--- config.mk ---
export PLATFORM = sky130hd
export DESIGN_NAME = stopwatch_countdown_lap_timer
export DESIGN_NICKNAME = d
export VERILOG_FILES = /design/src/sv/swt_pkg.sv /design/src/sv/swt_lap_store.sv /design/src/sv/stopwatch_countdown_lap_timer.sv
export SDC_FILE = /design/constraint.sdc
export NUM_CORES = 1
export LEC_CHECK = 0
export BUFFER_PORTS_ARGS = -buffer_cell sky130_fd_sc_hd__buf_4
export CAP_MARGIN = 5
export CORE_MARGIN = 10
export CORE_UTILIZATION = 55
export CTS_CLUSTER_SIZE = 20
export DETAILED_ROUTE_END_ITERATION = 10
export GPL_ROUTABILITY_DRIVEN = 0
export MAX_ROUTING_LAYER = met4
export PLACE_DENSITY_LB_ADDON = 0.15
export SLEW_MARGIN = 20
export SYNTH_ARGS = -nofsm -noshare
export SYNTH_HDL_FRONTEND = slang
export SYNTH_SLANG_ARGS = --single-unit
--- constraint.sdc ---
create_clock -name clock -period 8.4 [get_ports clock]
set_clock_uncertainty 0.2 [all_clocks]
set_input_delay 0.84 -clock clock [delete_from_list [all_inputs] [get_ports clock]]
set_output_delay 0.84 -clock clock [all_outputs]
set_load 0.05 [all_outputs]
--- src/sv/swt_pkg.sv ---
package swt_pkg;

   localparam int SLOT_COUNT_DEF       = 10;
   localparam int TICKS_PER_SECOND_DEF = 512;

   localparam int SLOT_W    = 4;
   localparam int HOURS_W   = 7;
   localparam int MINUTES_W = 6;
   localparam int SECONDS_W = 6;
   localparam int HUND_W    = 7;

   localparam int CSR_INDEX_W = 1;
   localparam int CSR_DATA_W  = 6;

   localparam logic [CSR_INDEX_W-1:0] CSR_COUNT_UP  = 1'b0;
   localparam logic [CSR_INDEX_W-1:0] CSR_FAST_STEP = 1'b1;
   localparam logic [CSR_DATA_W-1:0]  FAST_STEP_RST = 6'd5;

   typedef logic [3:0] action_type;

   localparam action_type ACT_TICK   = 4'd0;
   localparam action_type ACT_START  = 4'd1;
   localparam action_type ACT_PAUSE  = 4'd2;
   localparam action_type ACT_RESUME = 4'd3;
   localparam action_type ACT_CLEAR  = 4'd4;
   localparam action_type ACT_SET    = 4'd5;
   localparam action_type ACT_ADJUST = 4'd6;
   localparam action_type ACT_SAVE   = 4'd7;
   localparam action_type ACT_READ   = 4'd8;

   localparam logic [1:0] SEL_HOURS   = 2'd0;
   localparam logic [1:0] SEL_MINUTES = 2'd1;
   localparam logic [1:0] SEL_SECONDS = 2'd2;

   typedef struct packed {
      action_type  action;
      logic [7:0]  set_hours;
      logic [7:0]  set_minutes;
      logic [7:0]  set_seconds;
      logic [1:0]  field_select;
      logic        step_down;
      logic        fast;
      logic [7:0]  slot_number;
   } req_word_type;

   typedef struct packed {
      logic [HOURS_W-1:0]   hours;
      logic [MINUTES_W-1:0] minutes;
      logic [SECONDS_W-1:0] seconds;
      logic [HUND_W-1:0]    hundredths;
      logic                 countdown_done;
      logic [SLOT_W-1:0]    last_lap_slot;
      logic                 running;
   } rsp_word_type;

   typedef struct packed {
      logic              clear;
      logic              write;
      logic [SLOT_W-1:0] wr_slot;
      logic [SLOT_W-1:0] rd_slot;
   } lap_cmd_type;

endpackage

--- src/sv/swt_lap_store.sv ---
module swt_lap_store import swt_pkg::*; #(
   parameter int DEPTH  = SLOT_COUNT_DEF - 1,
   parameter int DATA_W = HOURS_W + MINUTES_W + SECONDS_W + $clog2(TICKS_PER_SECOND_DEF)
) (
   input  logic              clock,
   input  logic              reset,
   input  lap_cmd_type       cmd,
   input  logic [DATA_W-1:0] wr_data,
   output logic [DATA_W-1:0] rd_data
);

   localparam int IDX_W = (DEPTH > 1) ? $clog2(DEPTH) : 1;

   logic [DEPTH-1:0]  valid_ff;
   logic [DEPTH-1:0]  valid_in;
   logic [DATA_W-1:0] entry_ff [DEPTH];
   logic [IDX_W-1:0]  wr_idx;
   logic [IDX_W-1:0]  rd_idx;

   // slots are numbered from one
   assign wr_idx = IDX_W'(cmd.wr_slot - 1'b1);
   assign rd_idx = IDX_W'(cmd.rd_slot - 1'b1);

   always_comb begin
      valid_in = valid_ff;
      if (cmd.clear) begin
         valid_in = '0;
      end else if (cmd.write) begin
         valid_in[wr_idx] = 1'b1;
      end
   end

   always_ff @(posedge clock) begin
      if (reset) begin
         valid_ff <= '0;
      end else begin
         valid_ff <= valid_in;
      end
   end

   always_ff @(posedge clock) begin
      if (cmd.write) begin
         entry_ff[wr_idx] <= wr_data;
      end
   end

   assign rd_data = valid_ff[rd_idx] ? entry_ff[rd_idx] : '0;

endmodule

--- src/sv/stopwatch_countdown_lap_timer.sv ---
// Channel   Ports                          Handshake
// ------    -----------------------------  ------------------------
// request   req_valid req_ready req_word   valid/ready, one word
// response  rsp_valid rsp_ready rsp_word   valid/ready, one word
// config    csr_write_en csr_index csr_wdata  write on enable, no wait
//
// One word per cycle sustained while the response side is ready; each word passes
// through the input register, then one pass of counter/adjust logic and the
// hundredths multiply into the response register.
// Synchronous reset; the lap store's valid bits clear at once, no sweep.
// A stalled response holds the logic stage; the input register then takes a word
// only while empty and takes no more until that stage drains.
module stopwatch_countdown_lap_timer import swt_pkg::*; #(
   parameter int SLOT_COUNT       = SLOT_COUNT_DEF,
   parameter int TICKS_PER_SECOND = TICKS_PER_SECOND_DEF
) (
   input  logic                   clock,
   input  logic                   reset,
   input  logic                   req_valid,
   output logic                   req_ready,
   input  req_word_type           req_word,
   output logic                   rsp_valid,
   input  logic                   rsp_ready,
   output rsp_word_type           rsp_word,
   input  logic                   csr_write_en,
   input  logic [CSR_INDEX_W-1:0] csr_index,
   input  logic [CSR_DATA_W-1:0]  csr_wdata
);

   localparam int FRAC_W    = $clog2(TICKS_PER_SECOND);
   localparam int LAP_DEPTH = SLOT_COUNT - 1;
   localparam int LAP_W     = HOURS_W + MINUTES_W + SECONDS_W + FRAC_W;

   localparam logic [FRAC_W-1:0] FRAC_MAX = FRAC_W'(TICKS_PER_SECOND - 1);
   localparam logic [SLOT_W-1:0] LAST_SLOT = SLOT_W'(LAP_DEPTH);

   // hundredths = floor(frac * 100 / TICKS_PER_SECOND) via reciprocal
   localparam int HUND_SHIFT = FRAC_W + $clog2(TICKS_PER_SECOND) + 1;
   localparam longint HUND_MULT =
      (100 * (longint'(1) << HUND_SHIFT) + TICKS_PER_SECOND - 1) / TICKS_PER_SECOND;
   localparam int MULT_W = $clog2(HUND_MULT + 1);
   localparam int PROD_W = FRAC_W + MULT_W;

   typedef logic [SLOT_W-1:0] slot_table_type [256];

   function automatic slot_table_type build_slot_table();
      slot_table_type    t;
      logic [SLOT_W-1:0] r;
      r = '0;
      for (int i = 0; i < 256; i++) begin
         t[i] = r;
         r = (r == SLOT_W'(SLOT_COUNT - 1)) ? '0 : SLOT_W'(r + 1'b1);
      end
      return t;
   endfunction

   localparam slot_table_type SLOT_MOD = build_slot_table();

   function automatic logic [HOURS_W-1:0] mod100(input logic [7:0] v);
      if (v >= 8'd200) begin
         return HOURS_W'(v - 8'd200);
      end else if (v >= 8'd100) begin
         return HOURS_W'(v - 8'd100);
      end
      return HOURS_W'(v);
   endfunction

   function automatic logic [MINUTES_W-1:0] mod60(input logic [7:0] v);
      if (v >= 8'd240) begin
         return MINUTES_W'(v - 8'd240);
      end else if (v >= 8'd180) begin
         return MINUTES_W'(v - 8'd180);
      end else if (v >= 8'd120) begin
         return MINUTES_W'(v - 8'd120);
      end else if (v >= 8'd60) begin
         return MINUTES_W'(v - 8'd60);
      end
      return MINUTES_W'(v);
   endfunction

   // modular step of a field already in range
   function automatic logic [6:0] step_field(input logic [6:0] v, input logic [6:0] modulus,
                                             input logic [5:0] amount, input logic down);
      logic [7:0] a;
      logic [7:0] m;
      logic [7:0] x;
      m = {1'b0, modulus};
      x = {1'b0, v};
      a = ({2'b00, amount} >= m) ? ({2'b00, amount} - m) : {2'b00, amount};
      if (down) begin
         return (x >= a) ? 7'(x - a) : 7'(x + m - a);
      end
      x = x + a;
      return (x >= m) ? 7'(x - m) : x[6:0];
   endfunction

   logic                   in_valid_ff;
   logic                   in_valid_in;
   req_word_type           in_word_ff;
   logic                   advance;

   logic                   count_up_ff;
   logic [CSR_DATA_W-1:0]  fast_step_ff;

   logic [HOURS_W-1:0]     hours_ff,   hours_in;
   logic [MINUTES_W-1:0]   minutes_ff, minutes_in;
   logic [SECONDS_W-1:0]   seconds_ff, seconds_in;
   logic [FRAC_W-1:0]      frac_ff,    frac_in;
   logic [SLOT_W-1:0]      next_slot_ff, next_slot_in;
   logic [SLOT_W-1:0]      saved_slot_ff, saved_slot_in;
   logic                   started_ff, started_in;
   logic                   halted_ff,  halted_in;
   logic                   done;

   lap_cmd_type            lap_cmd;
   logic [LAP_W-1:0]       lap_rd_data;
   logic [SLOT_W-1:0]      save_slot;
   logic [SLOT_W-1:0]      read_slot;
   logic [5:0]             amount;

   logic [HOURS_W-1:0]     shown_hours;
   logic [MINUTES_W-1:0]   shown_minutes;
   logic [SECONDS_W-1:0]   shown_seconds;
   logic [FRAC_W-1:0]      shown_frac;
   logic [PROD_W-1:0]      hund_prod;

   logic                   rsp_valid_ff;
   logic                   rsp_valid_in;
   rsp_word_type           rsp_word_ff;
   rsp_word_type           rsp_word_in;

   assign advance   = in_valid_ff && (!rsp_valid_ff || rsp_ready);
   assign req_ready = !in_valid_ff || advance;

   assign in_valid_in = req_ready ? req_valid : in_valid_ff;

   always_ff @(posedge clock) begin
      if (reset) begin
         in_valid_ff <= 1'b0;
      end else begin
         in_valid_ff <= in_valid_in;
      end
   end

   always_ff @(posedge clock) begin
      if (req_valid && req_ready) begin
         in_word_ff <= req_word;
      end
   end

   always_ff @(posedge clock) begin
      if (reset) begin
         count_up_ff  <= 1'b0;
         fast_step_ff <= FAST_STEP_RST;
      end else if (csr_write_en) begin
         unique case (csr_index)
            CSR_COUNT_UP: begin
               count_up_ff <= csr_wdata[0];
            end
            CSR_FAST_STEP: begin
               fast_step_ff <= csr_wdata;
            end
            default: begin
            end
         endcase
      end
   end

   assign save_slot = (next_slot_ff == '0 || next_slot_ff > LAST_SLOT) ? SLOT_W'(1)
                                                                        : next_slot_ff;
   assign read_slot = SLOT_MOD[in_word_ff.slot_number];
   assign amount    = in_word_ff.fast ? fast_step_ff : 6'd1;

   always_comb begin
      hours_in      = hours_ff;
      minutes_in    = minutes_ff;
      seconds_in    = seconds_ff;
      frac_in       = frac_ff;
      next_slot_in  = next_slot_ff;
      saved_slot_in = saved_slot_ff;
      started_in    = started_ff;
      halted_in     = halted_ff;
      done          = 1'b0;
      lap_cmd       = '{clear: 1'b0, write: 1'b0, wr_slot: save_slot, rd_slot: read_slot};

      unique case (in_word_ff.action)
         ACT_TICK: begin
            if (started_ff && count_up_ff) begin
               frac_in = (frac_ff == FRAC_MAX) ? '0 : FRAC_W'(frac_ff + 1'b1);
               if (frac_ff == FRAC_MAX) begin
                  seconds_in = (seconds_ff == 6'd59) ? '0 : SECONDS_W'(seconds_ff + 1'b1);
                  if (seconds_ff == 6'd59) begin
                     minutes_in = (minutes_ff == 6'd59) ? '0 : MINUTES_W'(minutes_ff + 1'b1);
                     if (minutes_ff == 6'd59) begin
                        hours_in = (hours_ff == 7'd99) ? '0 : HOURS_W'(hours_ff + 1'b1);
                     end
                  end
               end
            end else if (started_ff && !halted_ff) begin
               if (frac_ff == '0 && seconds_ff == '0 && minutes_ff == '0 && hours_ff == '0) begin
                  halted_in = 1'b1;
                  done      = 1'b1;
               end else if (frac_ff != '0) begin
                  frac_in = FRAC_W'(frac_ff - 1'b1);
               end else begin
                  frac_in = FRAC_MAX;
                  if (seconds_ff != '0) begin
                     seconds_in = SECONDS_W'(seconds_ff - 1'b1);
                  end else begin
                     seconds_in = 6'd59;
                     if (minutes_ff != '0) begin
                        minutes_in = MINUTES_W'(minutes_ff - 1'b1);
                     end else begin
                        minutes_in = 6'd59;
                        hours_in   = HOURS_W'(hours_ff - 1'b1);
                     end
                  end
               end
            end
         end
         ACT_START: begin
            halted_in  = 1'b0;
            started_in = 1'b1;
         end
         ACT_PAUSE: begin
            started_in = 1'b0;
         end
         ACT_RESUME: begin
            started_in = 1'b1;
         end
         ACT_CLEAR: begin
            hours_in      = '0;
            minutes_in    = '0;
            seconds_in    = '0;
            frac_in       = '0;
            halted_in     = 1'b1;
            started_in    = 1'b0;
            next_slot_in  = SLOT_W'(1);
            saved_slot_in = '0;
            lap_cmd.clear = 1'b1;
         end
         ACT_SET: begin
            hours_in   = mod100(in_word_ff.set_hours);
            minutes_in = mod60(in_word_ff.set_minutes);
            seconds_in = mod60(in_word_ff.set_seconds);
            frac_in    = '0;
         end
         ACT_ADJUST: begin
            unique case (in_word_ff.field_select)
               SEL_HOURS: begin
                  hours_in = step_field(hours_ff, 7'd100, amount, in_word_ff.step_down);
               end
               SEL_MINUTES: begin
                  minutes_in = MINUTES_W'(step_field({1'b0, minutes_ff}, 7'd60, amount,
                                                     in_word_ff.step_down));
               end
               SEL_SECONDS: begin
                  seconds_in = SECONDS_W'(step_field({1'b0, seconds_ff}, 7'd60, amount,
                                                     in_word_ff.step_down));
               end
               default: begin
               end
            endcase
         end
         ACT_SAVE: begin
            saved_slot_in = save_slot;
            next_slot_in  = (save_slot == LAST_SLOT) ? SLOT_W'(1) : SLOT_W'(save_slot + 1'b1);
            lap_cmd.write = 1'b1;
         end
         default: begin
         end
      endcase

      if (!advance) begin
         lap_cmd.clear = 1'b0;
         lap_cmd.write = 1'b0;
      end
   end

   swt_lap_store #(
      .DEPTH  (LAP_DEPTH),
      .DATA_W (LAP_W)
   ) u_lap_store (
      .clock   (clock),
      .reset   (reset),
      .cmd     (lap_cmd),
      .wr_data ({hours_ff, minutes_ff, seconds_ff, frac_ff}),
      .rd_data (lap_rd_data)
   );

   always_comb begin
      if (in_word_ff.action == ACT_READ && read_slot != '0) begin
         {shown_hours, shown_minutes, shown_seconds, shown_frac} = lap_rd_data;
      end else begin
         shown_hours   = hours_in;
         shown_minutes = minutes_in;
         shown_seconds = seconds_in;
         shown_frac    = frac_in;
      end
   end

   assign hund_prod = PROD_W'(shown_frac) * PROD_W'(HUND_MULT);

   always_comb begin
      rsp_word_in.hours          = shown_hours;
      rsp_word_in.minutes        = shown_minutes;
      rsp_word_in.seconds        = shown_seconds;
      rsp_word_in.hundredths     = HUND_W'(hund_prod >> HUND_SHIFT);
      rsp_word_in.countdown_done = done;
      rsp_word_in.last_lap_slot  = saved_slot_in;
      rsp_word_in.running        = started_in;
   end

   always_ff @(posedge clock) begin
      if (reset) begin
         hours_ff      <= '0;
         minutes_ff    <= '0;
         seconds_ff    <= '0;
         frac_ff       <= '0;
         next_slot_ff  <= SLOT_W'(1);
         saved_slot_ff <= '0;
         started_ff    <= 1'b0;
         halted_ff     <= 1'b1;
      end else if (advance) begin
         hours_ff      <= hours_in;
         minutes_ff    <= minutes_in;
         seconds_ff    <= seconds_in;
         frac_ff       <= frac_in;
         next_slot_ff  <= next_slot_in;
         saved_slot_ff <= saved_slot_in;
         started_ff    <= started_in;
         halted_ff     <= halted_in;
      end
   end

   assign rsp_valid_in = advance || (rsp_valid_ff && !rsp_ready);

   always_ff @(posedge clock) begin
      if (reset) begin
         rsp_valid_ff <= 1'b0;
      end else begin
         rsp_valid_ff <= rsp_valid_in;
      end
   end

   always_ff @(posedge clock) begin
      if (advance) begin
         rsp_word_ff <= rsp_word_in;
      end
   end

   assign rsp_valid = rsp_valid_ff;
   assign rsp_word  = rsp_word_ff;

endmodule

==> impl_metrics.ini, run 1 <==
[status]
outcome = complete, no violations

[clock_tree]
clkSinkCount = 380
cts_tree = yes
postCtsSetupRepairBufs = 0
clockBufferDepth = 3
cts_made_buffers = 39
cts_htree_levels = 2
root_buffer = clkbuf_16
cts.clk_slew.worst_paths_ns = 0.07
clk_latency_ns = 0.57
cts_hold_buf = 0
cts_resized = 0

[global_routing]
grt_pass1_vias = 15700
grt_start_max_net_pins = 62
grt_remaining_overflow = 0
antenna_found_initial = 0
grt_usage_pct = 24.13
grt_pass1_wl_um = 89090

[floorplanning]
core.rowCount = 73
start_util_pct = 55.54
die_area_sq_um = 48530
die_w_um = 220.3
core-area_sq_um = 39730
dieHeight_um = 220.3
io_pins = 86

[timing]
relSlewSlack_pct = 24.45
drv_slew = 0
hold_violations = 0
worst_pin_slew_ns = 1.125
setup_viol = 0
rsz0062_at_grt = false
fin_setup_tns_ns = 0
timing.final.crit_share_pct = 85.96
layout_min_cycle_time_ns = 7.221
fmax_mhz = 138.5

[hold_path]
hold_end = in_word_ff[6]
hold_class = input port to flop
hold_depth = 1
min-delay-start = req_word[6]

[synthesis]
avgSynthCellArea_sq_um = 11.45
ys_seq_area_share_pct = 49.17
postSynthCellCount = 1927
synthFlopType = edfxtp_1
yosysWarnings = 0
synth_nets = 2132
syn_area_sq_um = 22070
ys_ff_latch = 380
synth_cell_type_count = 92
synthArstFlopShare_pct = 0
synth_edf_count = 324

[power]
intPower_uw = 3448
p_leak_uw = 0.009228
swShare_pct = 26.75
pwr-share-clk_pct = 38.6
combPwrFrac_pct = 16.1
seqPwrFrac_pct = 45.3
power_density_nw_per_um2 = 190.0
switchingPower_uw = 1259
ir_worst_vdd_uv = 181.4

[critical_path]
r2r_cells = 22
startpoint_type = flop
r2r_slack_ns = 1.18
arrival_ns = 7.34
crit_path_end_kind = flop
worstPathMaxFanout = 27
r2r_end = rsp_word[11]
cp.required_ns = 8.52
reg2reg_from = in_word_ff[4]
crit_type = flop to flop

[layout]
fin_util_pct = 62.37
n_antenna_cell = 0
nNetsFinal = 2200
syn_to_final_growth_pct = 12.29
final_layout_size_suffix_gt1_share_pct = 14.61

[route]
viasPerCell = 6.279
firstDrtPassIters = 5
drt_iter0_markers = 1325
vias = 16020
routedWlPerCell_um = 22.08
ant_nets = 0
drc = 0
drt_wl_total_um = 56330

[place]
io_buffers = 85
hpwl_um = 39000

[flow_run]
drv_cap = 0
kinds of logic (layout without fill, tap and decap cells):
family                     after synthesis  in the layout  synth area share, %
adders and majority gates              155            155                9.344
DFF                                    380            380                49.17
and+or+nand+nor                        527            527                11.92
muxes                                  128            128                9.355
AOI/OAI and AO/OA                      479            479                14.37
buffers and inverters                  198            297                3.459
xor gates and xnor gates                60             60                2.381
routing by layer:
layer  wire (um)  vias to the layer above  GRT usage (%)
met4        1950                        0          8.491
met5           0                        -              -
met3        4278                      113          3.714
met2       26820                      615          38.07
met1       23280                     7848          31.34
li1            -                     7442              -
per-stage QoR:
stage	hold slack [ns]	cell area [sq um]	cells	setup WS, ns	total power [uW]
4_1_cts	0.2159	24730	2549	1.143	4734
3_5_place_dp	0.2498	23370	2477	1.182	2923
6_report	0.2399	24780	2551	1.179	4707
2_1_floorplan	0.2366	22070	1927	1.880	2700
5_1_grt	0.2207	24780	2551	0.7574	4888
3_3_place_gp	0.2433	23340	2476	1.335	2909
cells in the mapped netlist, types with 6 or more instances:
library cell / count / area [sq um]
edfxtp_1: 324 / 9729
nand2_1: 149 / 559.3
ha_1: 136 / 1702
nor2_1: 133 / 499.2
inv_1: 104 / 390.4
a21oi_1: 103 / 515.5
o21ai_0: 102 / 510.5
clkbuf_1: 75 / 281.5
mux4_2: 62 / 1396
mux2i_1: 60 / 600.6
dfxtp_1: 56 / 1121
nand3_1: 50 / 250.2
xnor2_1: 37 / 324.1
nor3_1: 30 / 150.1
o22ai_1: 29 / 181.4
a211oi_1: 27 / 202.7
o21a_1: 27 / 202.7
nand2b_1: 25 / 156.4
xor2_1: 23 / 201.4
a31oi_1: 21 / 131.4
nor2b_1: 21 / 131.4
o211ai_1: 21 / 157.7
fa_1: 17 / 340.3
nor4_1: 17 / 106.4
or3_1: 16 / 100.1
a21o_1: 15 / 112.6
and2_1: 14 / 87.58
and3_1: 12 / 75.07
o21ai_1: 11 / 55.05
buf_2: 10 / 50.05
o221ai_1: 10 / 87.58
nand4_1: 9 / 56.30
or2_2: 9 / 56.30
o32ai_1: 8 / 70.07
a21boi_0: 7 / 52.55
and4_1: 7 / 61.31
o31ai_1: 7 / 52.55
a221oi_1: 6 / 52.55
a311oi_1: 6 / 52.55
mux2_2: 6 / 67.56
nor4b_1: 6 / 52.55
o311ai_0: 6 / 52.55
critical path, stage by stage, from the launching register on:
cell and delay, ns:
edfxtp_1 0.96, or2_1 0.25, a21boi_1 0.27, o221ai_1 0.16, nand3_1 0.17, nor2_1 0.10
ha_2 0.33, buf_4 0.34, mux2i_1 0.16, mux4_2 0.53, a2111oi_4 0.31, nor3b_4 0.17
o32ai_1 0.43, ha_1 0.30, ha_1 0.32, fa_1 0.46, ha_1 0.34, a21o_1 0.20
a21o_1 0.21, a32o_1 0.23, a211oi_2 0.28, o21bai_2 0.09, xor2_1 0.14
state kept, by name, indices dropped and copies added, names as in the netlist:
name                  cells
rsp_word                 32
rsp_valid                 1
started_ff                1
in_word_ff               40
seconds_ff                6
in_valid_ff               1
halted_ff                 1
minutes_ff                6
u_lap_store.entry_ff    252
frac_ff                   9
fast_step_ff              6
hours_ff                  7
u_lap_store.valid_ff      9
next_slot_ff              4
count_up_ff               1
saved_slot_ff             4
final cells by class:
type                    instances  area, sq um
clock buffers                  51         1074
repair buffers                119        945.9
clock inverters                21        282.8
flip-flops and latches        380        10850
multi-input cells            1349        10570
well taps                     525        656.9
fillers                      3151        14950
inverters                     106        397.9
how the worst max path moves through the flow:
stage / slack [ns] / to / start
finish: 1.18 / rsp_word[11] / in_word_ff[4]
global route: 0.76 / rsp_word[11] / in_word_ff[4]
CTS: 1.14 / rsp_word[11] / in_word_ff[4]
detailed placement: 1.18 / rsp_word[11] / in_word_ff[4]
global placement: 1.34 / rsp_word[11] / in_word_ff[4]
floorplan: 1.88 / rsp_word[11] / in_word_ff[2]
cells in the final DEF (no fill, tap or decap), types with 37 or more instances in the layout:
cell	instances
mux2i_1	60
dfxtp_1	56
edfxtp_1	324
clkbuf_16	41
ha_1	135
xnor2_1	37
nand3_1	50
nand2_1	149
a21oi_1	103
inv_1	104
o21ai_0	102
nor2_1	125
buf_4	116
mux4_2	62
power by group through the flow:
stage | sequential, uW | combinational [uW] | clock, uW
3_3_place_gp | 2170 | 741 | 0
3_5_place_dp | 2170 | 753 | 0
4_1_cts | 2130 | 759 | 1840
6_report | 2130 | 760 | 1820
5_1_grt | 2140 | 833 | 1920
2_1_floorplan | 2180 | 521 | 0
Power figures use the tool's default switching activity.
==> inputs of run 2 (changes only) <==
--- a/config.mk
+++ b/config.mk
@@ -14,2 +14,3 @@
 export GPL_ROUTABILITY_DRIVEN = 0
+export GPL_TIMING_DRIVEN = 0
 export MAX_ROUTING_LAYER = met4
--- a/constraint.sdc
+++ b/constraint.sdc
@@ -4,2 +4,2 @@
 set_output_delay 0.84 -clock clock [all_outputs]
-set_load 0.05 [all_outputs]
+set_load 0.1 [all_outputs]
==> impl_metrics.ini, run 2 (synthesis results as in run 1) <==
[global_routing]
grt_start_max_net_pins = 29
grt_remaining_overflow = 0
grt_usage_pct = 25.65
grt_pass1_vias = 16230
antenna_found_initial = 0
grt_pass1_wl_um = 93470

[route]
drc = 0
firstDrtPassIters = 5
routedWlPerCell_um = 22.99
vias = 16580
drt_wl_total_um = 60300
drt_iter0_markers = 1594
ant_nets = 0
viasPerCell = 6.319

[floorplanning]
io_pins = 86
die_w_um = 220.3
core-area_sq_um = 39730
core.rowCount = 73
start_util_pct = 55.54
dieHeight_um = 220.3
die_area_sq_um = 48530

[timing]
relSlewSlack_pct = 26.73
layout_min_cycle_time_ns = 7.899
holdWs_ns = 0.2523
drv_slew = 0
timing.final.crit_share_pct = 94.03
hold_violations = 0
fmax_mhz = 126.6
fin_setup_tns_ns = 0
rsz0062_at_grt = false
layout_setup_ws_ns = 0.5012
worst_pin_slew_ns = 1.088
setup_viol = 0

[layout]
syn_to_final_growth_pct = 13.25
stdcell_count = 2623
final_cell_mix = 324 x edfxtp_1, 149 x nand2_1, 136 x ha_1
n_antenna_cell = 0
nNetsFinal = 2273
layout_commonest_cell = edfxtp_1
fin_util_pct = 62.90
final_layout_size_suffix_gt1_share_pct = 13.73
regMostFlops = u_lap_store.entry_ff
largest_reg_flops = 252

[status]
outcome = complete, no violations

[clock_tree]
cts.clk_slew.worst_paths_ns = 0.06
cts_tree = yes
clockBufferDepth = 3
postCtsSetupRepairBufs = 0
root_buffer = clkbuf_16
cts_made_buffers = 40
cts_htree_levels = 2
clkSinkCount = 380
clk_latency_ns = 0.56

[place]
hpwl_um = 44470
place_ws_ns = 0.3105
dp.cells = 2551
io_buffers = 85

[critical_path]
arrival_ns = 8.00
path_delay_family = adder cells
crit_top_cell = ha_1
path_buf_inv = 5
startpoint_type = flop
worstPathMaxFanout = 10
crit_type = flop to flop
cp.required_ns = 8.51
max_stage_delay_ns = 0.57
slowest_stage = clkbuf_1
crit_path_end_kind = flop

[power]
power_density_nw_per_um2 = 187.2
ir_worst_vdd_uv = 148.2
p_leak_uw = 0.009268

[flow_run]
drv_cap = 0

[hold_path]
hold_class = input port to flop
==> run 2: worst paths after layout <==
kind | start | end | slack, ns | cells after the start
setup / recovery | in_word_ff[2] | rsp_word[11] | 0.50 | 26
hold reg to reg | saved_slot_ff[3] | saved_slot_ff[3] | 0.26 | 2
hold / removal | req_word[9] | in_word_ff[9] | 0.25 | 1
setup reg to reg | in_word_ff[2] | rsp_word[11] | 0.50 | 26
==> run 2: what timing repair did <==
| item | 4_1_cts | 5_1_grt |
|---|---|---|
| gates resized for setup | 0 | 12 |
| endpoints found under the setup margin | 0 | 5 |
| hold buffers | 0 | 0 |
==> run 2: where the power goes <==
part	switching, uW	internal [uW]
clock	720	1000
sequential	51.5	2080
combinational	525	302
==> run 2: layer usage <==
metal,part of all wire [%],wire (um),vias to the layer above,global-route usage (%)
li1,-,-,7599,-
met5,0,0,-,-
met1,40,23890,8030,32.47
met3,8.1,4869,146,3.332
met2,48,28920,800,40.94
met4,4.3,2613,0,11.21
==> run 2: cell type report <==
class / count / area [sq um]
fill: 3148 / 14740
sequential: 380 / 10850
multi-input combinational: 1349 / 10530
clock buffer: 53 / 1112
timing repair buffer: 99 / 893.4
tap: 525 / 656.9
inverter: 106 / 397.9
buffer: 92 / 374.1
clock inverter: 19 / 172.7
==> run 2: metrics by stage <==
stage / total power (uW) / area, sq um
floorplan: 2733 / 22070
global placement: 2962 / 23360
detailed placement: 2981 / 23690
CTS: 4696 / 24970
global route: 4859 / 24990
finish: 4677 / 24990
==> inputs of run 3 (changes only) <==
ABC_AREA = 0   (was default)
CTS_CLUSTER_DIAMETER = 50   (was default)
clock period = 10.2 ns   (was 8.4 ns; I/O delays follow)
==> impl_metrics.ini, run 3 (synthesis results as in run 1) <==
[status]
outcome = complete, no violations

[route]
viasPerCell = 6.304
vias = 16470
ant_nets = 0
drc = 0
drt_wl_total_um = 60200
drt_iter0_markers = 1576
firstDrtPassIters = 6
routedWlPerCell_um = 23.05

[clock_tree]
cts.clk_slew.worst_paths_ns = 0.07
root_buffer = clkbuf_16
cts_htree_levels = 2
cts_made_buffers = 35
cts_resized = 0
cts_tree = yes
clk_latency_ns = 0.58
cts_hold_buf = 0
clockBufferDepth = 3
clkSinkCount = 380
postCtsSetupRepairBufs = 0

[global_routing]
grt_usage_pct = 25.57
grt_start_max_net_pins = 29
grt_pass1_vias = 16060
grt_remaining_overflow = 0
grt_pass1_wl_um = 92940
antenna_found_initial = 0

[floorplanning]
dieHeight_um = 220.3
core-area_sq_um = 39730
io_pins = 86
start_util_pct = 55.54
die_w_um = 220.3
core.rowCount = 73
die_area_sq_um = 48530

[timing]
setup_viol = 0
timing.final.crit_share_pct = 80.57
fin_setup_tns_ns = 0
worst_pin_slew_ns = 1.081
layout_min_cycle_time_ns = 8.219
fmax_mhz = 121.7
relSlewSlack_pct = 27.39
rsz0062_at_grt = false
hold_violations = 0
drv_slew = 0

[power]
power_density_nw_per_um2 = 155.0
ir_worst_vdd_uv = 152.5
report.power.total_uw = 3868
p_leak_uw = 0.009248

[critical_path]
r2r_end = rsp_word[11]
crit_type = flop to flop
r2r_slack_ns = 1.98
startpoint_type = flop
arrival_ns = 8.34
cp.required_ns = 10.32
max_stage_delay_ns = 0.73
reg2reg_from = in_word_ff[2]
worstPathMaxFanout = 10
crit_path_end_kind = flop
r2r_cells = 27
slowest_stage = nor3b_2
crit_top_cell = ha_1

[layout]
final_layout_size_suffix_gt1_share_pct = 13.70
regMostFlops = u_lap_store.entry_ff
final_cell_mix = 324 x edfxtp_1, 149 x nand2_1, 136 x ha_1
fillers = 3134
fin_area_sq_um = 24960
syn_to_final_growth_pct = 13.09
n_antenna_cell = 0
layout_commonest_cell = edfxtp_1
largest_reg_flops = 252
nNetsFinal = 2268
ff_latch_area_sq_um = 10850
multi_input_area_sq_um = 10530

[place]
dpl-instance-area_sq_um = 23690
hpwl_um = 44470
io_buffers = 85

[flow_run]
drv_cap = 0

[hold_path]
min-delay-start = saved_slot_ff[3]
hold_depth = 2
hold_class = flop to flop
hold_end = saved_slot_ff[3]
## run 3: changes by cell type in the layout (fill, tap and decap cells not counted), sizes merged
cell and delta:
bufinv +2, clkbuf -17, clkinv -3, clkinvlp -2, inv +9
## run 3: area by class of cell
cell class | instances | share of cell area (%)
flip-flops and latches | 380 | 43.48
multi-input cells | 1349 | 42.18
clock buffers | 36 | 3.610
repair buffers | 99 | 3.580
well taps | 525 | 2.632
inverters | 106 | 1.594
plain buffers | 92 | 1.479
clock inverters | 25 | 1.444
## run 3: power breakdown
part / leakage (uW) / total (uW) / switching (uW) / internal, uW
logic: 0.00516 / 680 / 431 / 248
registers: 0.00348 / 1750 / 42.2 / 1710
clock network: 0.000615 / 1440 / 651 / 785
## run 3: worst max-delay path by stage
stage / start / endpoint / slack [ns]
6_report: in_word_ff[2] / rsp_word[11] / 1.98
5_1_grt: in_word_ff[2] / rsp_word[11] / 1.53
4_1_cts: in_word_ff[2] / rsp_word[11] / 2.04
3_5_place_dp: in_word_ff[2] / rsp_word[11] / 2.11
3_3_place_gp: in_word_ff[2] / rsp_word[11] / 2.28
2_1_floorplan: in_word_ff[2] / rsp_word[11] / 3.68
## run 3: critical path: cells and delay by family (launching register included)
family                     cells  cell delay, ns
adders and majority gates      6            2.09
AOI/OAI and AO/OA              9            1.78
buffers and inverters          5            1.77
and+or+nand+nor                6            1.61
DFF                            1            0.38
xor gates and xnor gates       1            0.14
## run 3: metal layers
metal  global-route usage (%)  wire length, um
met5                        -                0
met4                    11.32             2667
met3                    4.056             4549
met2                    40.29            28750
met1                    32.31            24230
## run 3: per-stage QoR
| step | util [%] | cells | hold slack, ns | setup slack (ns) |
|---|---|---|---|---|
| 6_report | 62.81 | 2612 | 0.2571 | 1.981 |
| 4_1_cts | 62.79 | 2612 | 0.2585 | 2.035 |
| 2_1_floorplan | - | 1927 | 0.2366 | 3.680 |
| 3_5_place_dp | 59.62 | 2551 | 0.2494 | 2.111 |
| 5_1_grt | 62.81 | 2612 | 0.2891 | 1.533 |
| 3_3_place_gp | 58.80 | 2537 | 0.2423 | 2.279 |
